**config.mk**
```make
export PLATFORM = sky130hd
export DESIGN_NAME = gcd_lcm_unit_core
export DESIGN_NICKNAME = d
export VERILOG_FILES = /design/src/rtl/gcdl_pkg.sv /design/src/rtl/gcdl_ctrl.sv /design/src/rtl/gcdl_dp.sv /design/src/rtl/gcd_lcm_unit_core.sv
export SDC_FILE = /design/constraint.sdc
export NUM_CORES = 2
export LEC_CHECK = 0
export ABC_AREA = 1
export ABC_CLOCK_PERIOD_IN_PS = 19250
export BUFFER_PORTS_ARGS = -buffer_cell sky130_fd_sc_hd__buf_2
export CORE_MARGIN = 2
export CORE_UTILIZATION = 25
export CTS_CLUSTER_SIZE = 10
export DETAILED_ROUTE_END_ITERATION = 7
export PLACE_DENSITY = 0.44
export SYNTH_ARGS = -nofsm -noshare
export SYNTH_HDL_FRONTEND = slang
export SYNTH_SLANG_ARGS = --single-unit
```
**constraint.sdc**
```tcl
create_clock -name clk -period 19.25 [get_ports clk]
set_clock_uncertainty 0.1 [all_clocks]
set_input_delay 0.9625 -clock clk [delete_from_list [all_inputs] [get_ports clk]]
set_output_delay 0.9625 -clock clk [all_outputs]
set_load 0.01 [all_outputs]
```
**src/rtl/gcdl_pkg.sv**
```systemverilog
package gcdl_pkg;

  // Fixed port widths of the operand and result fields.
  localparam int DATA_W = 32;
  localparam int PROD_W = 64;

  // Controller to datapath commands.
  typedef struct packed {
    logic load;      // capture operands, order them, start first remainder
    logic swap;      // Euclid step: (big, small) <= (small, remainder)
    logic lcm_init;  // save gcd, start first / gcd
    logic step;      // one restoring-division bit
    logic mul;       // product of quotient and second operand
    logic deliver;   // drive the result beat
  } gcdl_cmd_t;

  // Datapath to controller status.
  typedef struct packed {
    logic zero_op;   // an operand was zero
    logic div_last;  // the current step is the last bit of the division
    logic rem_zero;  // remainder register is zero
  } gcdl_sts_t;

endpackage

```
**src/rtl/gcdl_ctrl.sv**
```systemverilog
module gcdl_ctrl (
  input  logic              clk,
  input  logic              rst,
  input  logic              start,
  input  gcdl_pkg::gcdl_sts_t sts,
  output gcdl_pkg::gcdl_cmd_t cmd,
  output logic              busy
);
  import gcdl_pkg::*;

  typedef enum logic [7:0] {
    S_IDLE  = 8'b0000_0001,
    S_CHK   = 8'b0000_0010,
    S_GDIV  = 8'b0000_0100,
    S_GCHK  = 8'b0000_1000,
    S_LINIT = 8'b0001_0000,
    S_LDIV  = 8'b0010_0000,
    S_MUL   = 8'b0100_0000,
    S_DONE  = 8'b1000_0000
  } state_t;

  state_t state, state_next;

  always_ff @(posedge clk) begin
    if (rst) begin
      state <= S_IDLE;
    end else begin
      state <= state_next;
    end
  end

  always_comb begin
    state_next = state;
    cmd        = '0;
    case (state)
      S_IDLE: begin
        if (start) begin
          cmd.load   = 1'b1;
          state_next = S_CHK;
        end
      end
      S_CHK: begin
        state_next = sts.zero_op ? S_DONE : S_GDIV;
      end
      S_GDIV: begin
        cmd.step = 1'b1;
        if (sts.div_last) begin
          state_next = S_GCHK;
        end
      end
      S_GCHK: begin
        if (sts.rem_zero) begin
          state_next = S_LINIT;
        end else begin
          cmd.swap   = 1'b1;
          state_next = S_GDIV;
        end
      end
      S_LINIT: begin
        cmd.lcm_init = 1'b1;
        state_next   = S_LDIV;
      end
      S_LDIV: begin
        cmd.step = 1'b1;
        if (sts.div_last) begin
          state_next = S_MUL;
        end
      end
      S_MUL: begin
        cmd.mul    = 1'b1;
        state_next = S_DONE;
      end
      S_DONE: begin
        cmd.deliver = 1'b1;
        state_next  = S_IDLE;
      end
      default: begin
        state_next = S_IDLE;
      end
    endcase
  end

  assign busy = (state != S_IDLE);

  // an accepted beat always goes to the operand check next
  a_load_to_chk: assert property (@(posedge clk) disable iff (rst)
    cmd.load |=> state == S_CHK)
    else $error("load not followed by operand check");

  // a zero operand skips all arithmetic
  a_zero_skip: assert property (@(posedge clk) disable iff (rst)
    (state == S_CHK) && sts.zero_op |=> state == S_DONE)
    else $error("zero operand did not go straight to delivery");

endmodule

```
**src/rtl/gcdl_dp.sv**
```systemverilog
module gcdl_dp #(
  parameter int OPERAND_WIDTH = 32
) (
  input  logic                           clk,
  input  logic                           rst,
  input  logic [gcdl_pkg::DATA_W-1:0]    first_value,
  input  logic [gcdl_pkg::DATA_W-1:0]    second_value,
  input  gcdl_pkg::gcdl_cmd_t            cmd,
  output gcdl_pkg::gcdl_sts_t            sts,
  output logic                           done,
  output logic [gcdl_pkg::DATA_W-1:0]    divisor_result,
  output logic [gcdl_pkg::PROD_W-1:0]    multiple_result,
  output logic                           zero_operand_error
);
  import gcdl_pkg::*;

  localparam int W  = OPERAND_WIDTH;
  localparam int CW = (W > 1) ? $clog2(W) : 1;

  logic [W-1:0]   opa, opb;      // masked operands
  logic           zero_op;
  logic [W-1:0]   quot;          // dividend in, quotient out
  logic [W-1:0]   dsr;           // divisor
  logic [W-1:0]   rem;           // partial remainder
  logic [W-1:0]   gcd;
  logic [CW-1:0]  cnt;
  logic [2*W-1:0] prod;

  logic [W-1:0]   x, y;
  logic [W:0]     shifted, diff;
  logic           ge;

  assign x = first_value[W-1:0];
  assign y = second_value[W-1:0];

  // one restoring-division bit
  assign shifted = {rem, quot[W-1]};
  assign diff    = shifted - {1'b0, dsr};
  assign ge      = ~diff[W];

  always_ff @(posedge clk) begin
    if (cmd.load) begin
      opa     <= x;
      opb     <= y;
      zero_op <= (x == '0) || (y == '0);
      quot    <= (x >= y) ? x : y;
      dsr     <= (x >= y) ? y : x;
      rem     <= '0;
      cnt     <= '0;
    end else if (cmd.swap) begin
      quot <= dsr;
      dsr  <= rem;
      rem  <= '0;
      cnt  <= '0;
    end else if (cmd.lcm_init) begin
      gcd  <= dsr;
      quot <= opa;
      rem  <= '0;
      cnt  <= '0;
    end else if (cmd.step) begin
      rem  <= ge ? diff[W-1:0] : shifted[W-1:0];
      quot <= {quot[W-2:0], ge};
      cnt  <= cnt + 1'b1;
    end
    if (cmd.mul) begin
      prod <= (2*W)'(quot) * (2*W)'(opb);
    end
    if (cmd.deliver) begin
      zero_operand_error <= zero_op;
      divisor_result     <= zero_op ? '0 : DATA_W'(gcd);
      multiple_result    <= zero_op ? '0 : PROD_W'(prod);
    end
  end

  always_ff @(posedge clk) begin
    if (rst) begin
      done <= 1'b0;
    end else begin
      done <= cmd.deliver;
    end
  end

  assign sts.zero_op  = zero_op;
  assign sts.div_last = (cnt == CW'(W - 1));
  assign sts.rem_zero = (rem == '0);

  // partial remainder stays below the divisor
  a_rem_below: assert property (@(posedge clk) disable iff (rst)
    cmd.step |=> rem < dsr)
    else $error("remainder not below divisor");

  // result strobe lasts one cycle
  a_done_pulse: assert property (@(posedge clk) disable iff (rst)
    done |=> !done)
    else $error("result strobe longer than one cycle");

  // error beats carry zeros
  a_err_zero: assert property (@(posedge clk) disable iff (rst)
    cmd.deliver && zero_op |=>
      zero_operand_error && (divisor_result == '0) && (multiple_result == '0))
    else $error("error beat with nonzero results");

  // good beats carry a nonzero divisor
  a_gcd_nz: assert property (@(posedge clk) disable iff (rst)
    done && !zero_operand_error |-> divisor_result != '0)
    else $error("zero gcd on a good beat");

endmodule

```
**src/rtl/gcd_lcm_unit_core.sv**
```systemverilog
// GCD / LCM unit. Pulse start with busy low to hand in one beat of two
// unsigned operands; only the low OPERAND_WIDTH bits of each are used.
// The result beat (gcd, lcm at double width, zero-operand flag) appears on
// the result ports for exactly one cycle with done high. There is no way to
// hold it off: capture it on that cycle. A zero operand gives the flag and
// zero results and skips all arithmetic. Otherwise each Euclid remainder
// step (at most about 46 for 32-bit operands) and the final first/gcd
// quotient go through one shared restoring divider that retires one bit per
// cycle. busy drops as the result beat is driven, so the next start may be
// taken on the same cycle done is high.
module gcd_lcm_unit_core #(
  parameter int OPERAND_WIDTH = 32
) (
  input  logic                        clk,
  input  logic                        rst,
  input  logic                        start,
  output logic                        busy,
  input  logic [gcdl_pkg::DATA_W-1:0] first_value,
  input  logic [gcdl_pkg::DATA_W-1:0] second_value,
  output logic                        done,
  output logic [gcdl_pkg::DATA_W-1:0] divisor_result,
  output logic [gcdl_pkg::PROD_W-1:0] multiple_result,
  output logic                        zero_operand_error
);
  import gcdl_pkg::*;

  gcdl_cmd_t cmd;  // controller -> datapath
  gcdl_sts_t sts;  // datapath -> controller

  // Sequencer: operand check, Euclid loop, quotient, multiply, deliver.
  gcdl_ctrl u_ctrl (
    .clk   (clk),
    .rst   (rst),
    .start (start),
    .sts   (sts),
    .cmd   (cmd),
    .busy  (busy)
  );

  // Operand registers, bit-serial divider, multiplier, result registers.
  gcdl_dp #(
    .OPERAND_WIDTH (OPERAND_WIDTH)
  ) u_dp (
    .clk                (clk),
    .rst                (rst),
    .first_value        (first_value),
    .second_value       (second_value),
    .cmd                (cmd),
    .sts                (sts),
    .done               (done),
    .divisor_result     (divisor_result),
    .multiple_result    (multiple_result),
    .zero_operand_error (zero_operand_error)
  );

endmodule
```
==> summary.txt <==
Drt initial violations: 3,151
CTS Sinks: 368
Total number of vias: 43,300
Final WL: 195,000 um
Setup violations, final: 0
Fmax: 126 MHz
Final hold vios: 0
Crit path max fanout: 32
Main combinational cell family by area after synthesis: adder cells
Final Cycle Share: 41.1%
Die footprint: 220,000 um2
Worst-Margin Slew: 1400 ps
Vias per Instance: 4.45
Seq cells post-synth: 368
CTS root buffer: clkbuf_16
Clock transition at path regs: 70 ps
RSZ-0062 raised after global routing: no
GR Overflow Total: 0
Setup TNS: 0 ps
TritonRoute pass-1 iters: 6
Type of origin of the critical path: flip-flop
Tightest Hold Check Type: reg -> reg
Post-synth ARST share: 0%
DR WL/cell: 20.1 um
Yosys cell types: 43
# Max-Cap Violations: 0
Layout Area Growth over Synthesis: 9.93%
Most common cell after layout, fill and taps aside: inv_1
# nets final: 8,154
Vias in the first global route: 45,800
Global-route usage over all layers: 17.7%
Clock Path Buffers: 3
Post-Synth XOR/XNOR Area: 0.826%
Most used DFF post-synth: edfxtp_1
Final ANT Viol Nets: 0
Final Slew Violations: 0
Initial Util: 25.2%
Status: finished, final reports clean
Synth Area in Compound Gates: 2.34%
Relative slew slack: 6.64%
CTS tree: built
# DRC: 0
Avg Inst Size Synth: 7.87 um2
Fin util: 27.7%
Crit. End Element: flip-flop
Num CTS Buffers: 48
Placement row count: 170
Worst-Skew Late Latency: 690 ps
Largest net degree at the start of global routing: 72
Number of synthesized flops with an enable pin: 322
Crit Path Class: reg -> reg
Post-synth net total: 8,168
Horiz. Die Dim: 469 um
Post-CTS Hold Fix Bufs: 0
Initial antenna violation count: 8
Post-Synthesis Cells: 6,875
Crit path DAT: 8210 ps
Placer Congestion: 0.896
# resized after CTS: 0
Layout cells sized above 1: 5.02%
I/O pin total: 166
Minimum clock period: 7920 ps
FILL cells: 23,500
DP HPWL: 150,000 um
# Post-CTS Setup Buffers: 0
Port Buffer Count: 165
Die height: 469 um
Post-synthesis mux area share: 0%
H-tree depth: 2
Commonest non-fill, non-tap cells in the layout: inv_1, nand2_1, fa_1
Adder-cell area share of the yosys netlist: 40.8%
Core Region: 215,000 um2
Post-synthesis sequential area ratio: 19.6%
Yosys warns: 0
CP Data Required Time: 19,540 ps
Post-Syn Area: 54,100 um2
Synth Area in Simple Gates: 20.5%
First-pass GRT wire length: 295,000 um
registers in the layout, indices dropped and copies added, names as in the netlist:
| signal | cells |
|---|---|
| u_dp.gcd | 32 |
| u_dp.dsr | 32 |
| u_dp.multiple_result | 64 |
| u_dp.opb | 32 |
| u_dp.opa | 32 |
| u_dp.divisor_result | 32 |
| u_dp.quot | 32 |
| u_ctrl.state | 8 |
| u_dp.done | 1 |
| u_dp.prod | 64 |
| u_dp.zero_op | 1 |
| u_dp.zero_operand_error | 1 |
| u_dp.cnt | 5 |
| u_dp.rem | 32 |
per-layer routing:
| metal | track usage [%] | wire (um) | up-vias |
|---|---|---|---|
| li1 | - | - | 19900 |
| met1 | 24.6 | 89700 | 22000 |
| met2 | 29.6 | 91700 | 1259 |
| met3 | 1.97 | 10300 | 204 |
| met4 | 3.33 | 3600 | 2 |
| met5 | 0 | 11 | - |
worst max-delay path: stages, from the launching register on:
cell      delay [ps]
edfxtp_1        1280
nand2_1          220
fa_1             510
fa_1             530
fa_1             460
fa_1             550
inv_1             50
fa_1             490
inv_1             50
fa_1             530
inv_1             50
fa_1             470
inv_1             60
fa_1             540
inv_1             60
ha_1             330
a21oi_1          200
a21boi_0         300
o21ai_0          180
nor2_1           130
nand2_1          170
nand2_1          130
inv_1             40
o21bai_1         110
nand2_1           60
synthesized netlist by cell type (3+ instances only):
| master | number | area share (%) |
|---|---|---|
| buf_2 | 36 | 0.33 |
| and3_1 | 4 | 0.046 |
| nand2_1 | 1872 | 13 |
| buf_1 | 17 | 0.12 |
| xor2_1 | 41 | 0.66 |
| nor2_2 | 3 | 0.035 |
| fa_1 | 897 | 33 |
| a21oi_1 | 118 | 1.1 |
| xnor2_1 | 10 | 0.16 |
| inv_2 | 5 | 0.035 |
| o21bai_1 | 16 | 0.22 |
| a21o_1 | 7 | 0.097 |
| o21a_1 | 8 | 0.11 |
| edfxtp_1 | 322 | 18 |
| and2_1 | 4 | 0.046 |
| ha_1 | 329 | 7.6 |
| inv_1 | 1957 | 14 |
| nor3_1 | 17 | 0.16 |
| clkbuf_1 | 244 | 1.7 |
| o2111ai_1 | 7 | 0.11 |
| nor4_1 | 30 | 0.35 |
| dfxtp_1 | 46 | 1.7 |
| buf_4 | 12 | 0.17 |
| o21ai_0 | 59 | 0.55 |
| nand3_1 | 295 | 2.7 |
| nand2_2 | 7 | 0.081 |
| nand3b_1 | 11 | 0.15 |
| nand4_1 | 93 | 1.1 |
| nor2_1 | 386 | 2.7 |
| nand3_2 | 3 | 0.056 |
final cells by class:
cell class                      count  area [um2]  area share (%)
Multi-Input combinational cell   4233       34900            58.7
Sequential cell                   368       10600            17.8
Inverter                         1963        7370            12.4
Tap cell                         2838        3550            5.97
Timing Repair Buffer              247        1440            2.42
Clock buffer                       69        1310            2.20
Clock inverter                     17         300           0.505
Antenna cell                        1        2.50         0.00421
per-stage QoR:
step | cell area [um2] | hold WS, ps | worst slack, ps | std cells
6_report | 59500 | 351 | 11330 | 9736
3_3_place_gp | 57900 | 334 | 11400 | 9649
4_1_cts | 59500 | 349 | 11340 | 9735
3_5_place_dp | 57900 | 335 | 11390 | 9649
5_1_grt | 59500 | 364 | 11020 | 9735
2_1_floorplan | 54100 | 324 | 11510 | 6875
cell families (layout without fill, tap and decap cells):
group / after synthesis / count (layout)
simple gates: 2731 / 2731
other cells: 0 / 1
compound gates: 225 / 225
fa+ha+maj: 1226 / 1226
flops: 368 / 368
xor+xnor: 51 / 51
buf+inv: 2274 / 2296
final timing paths:
path	from	to	slack [ps]	cells after the start
max	u_dp.opb[2]$_DFFE_PP_	u_dp.prod[39]$_DFFE_PP_	11330	24
min reg2reg	u_dp.zero_op$_DFFE_PP_	u_dp.zero_operand_error$_DFFE_PP_	350	0
min	u_dp.zero_op$_DFFE_PP_	u_dp.zero_operand_error$_DFFE_PP_	350	0
max reg2reg	u_dp.opb[2]$_DFFE_PP_	u_dp.prod[39]$_DFFE_PP_	11330	24
Power is not shown: default switching activity piles up to over one toggle a cycle in this logic, so the estimate is an artifact.
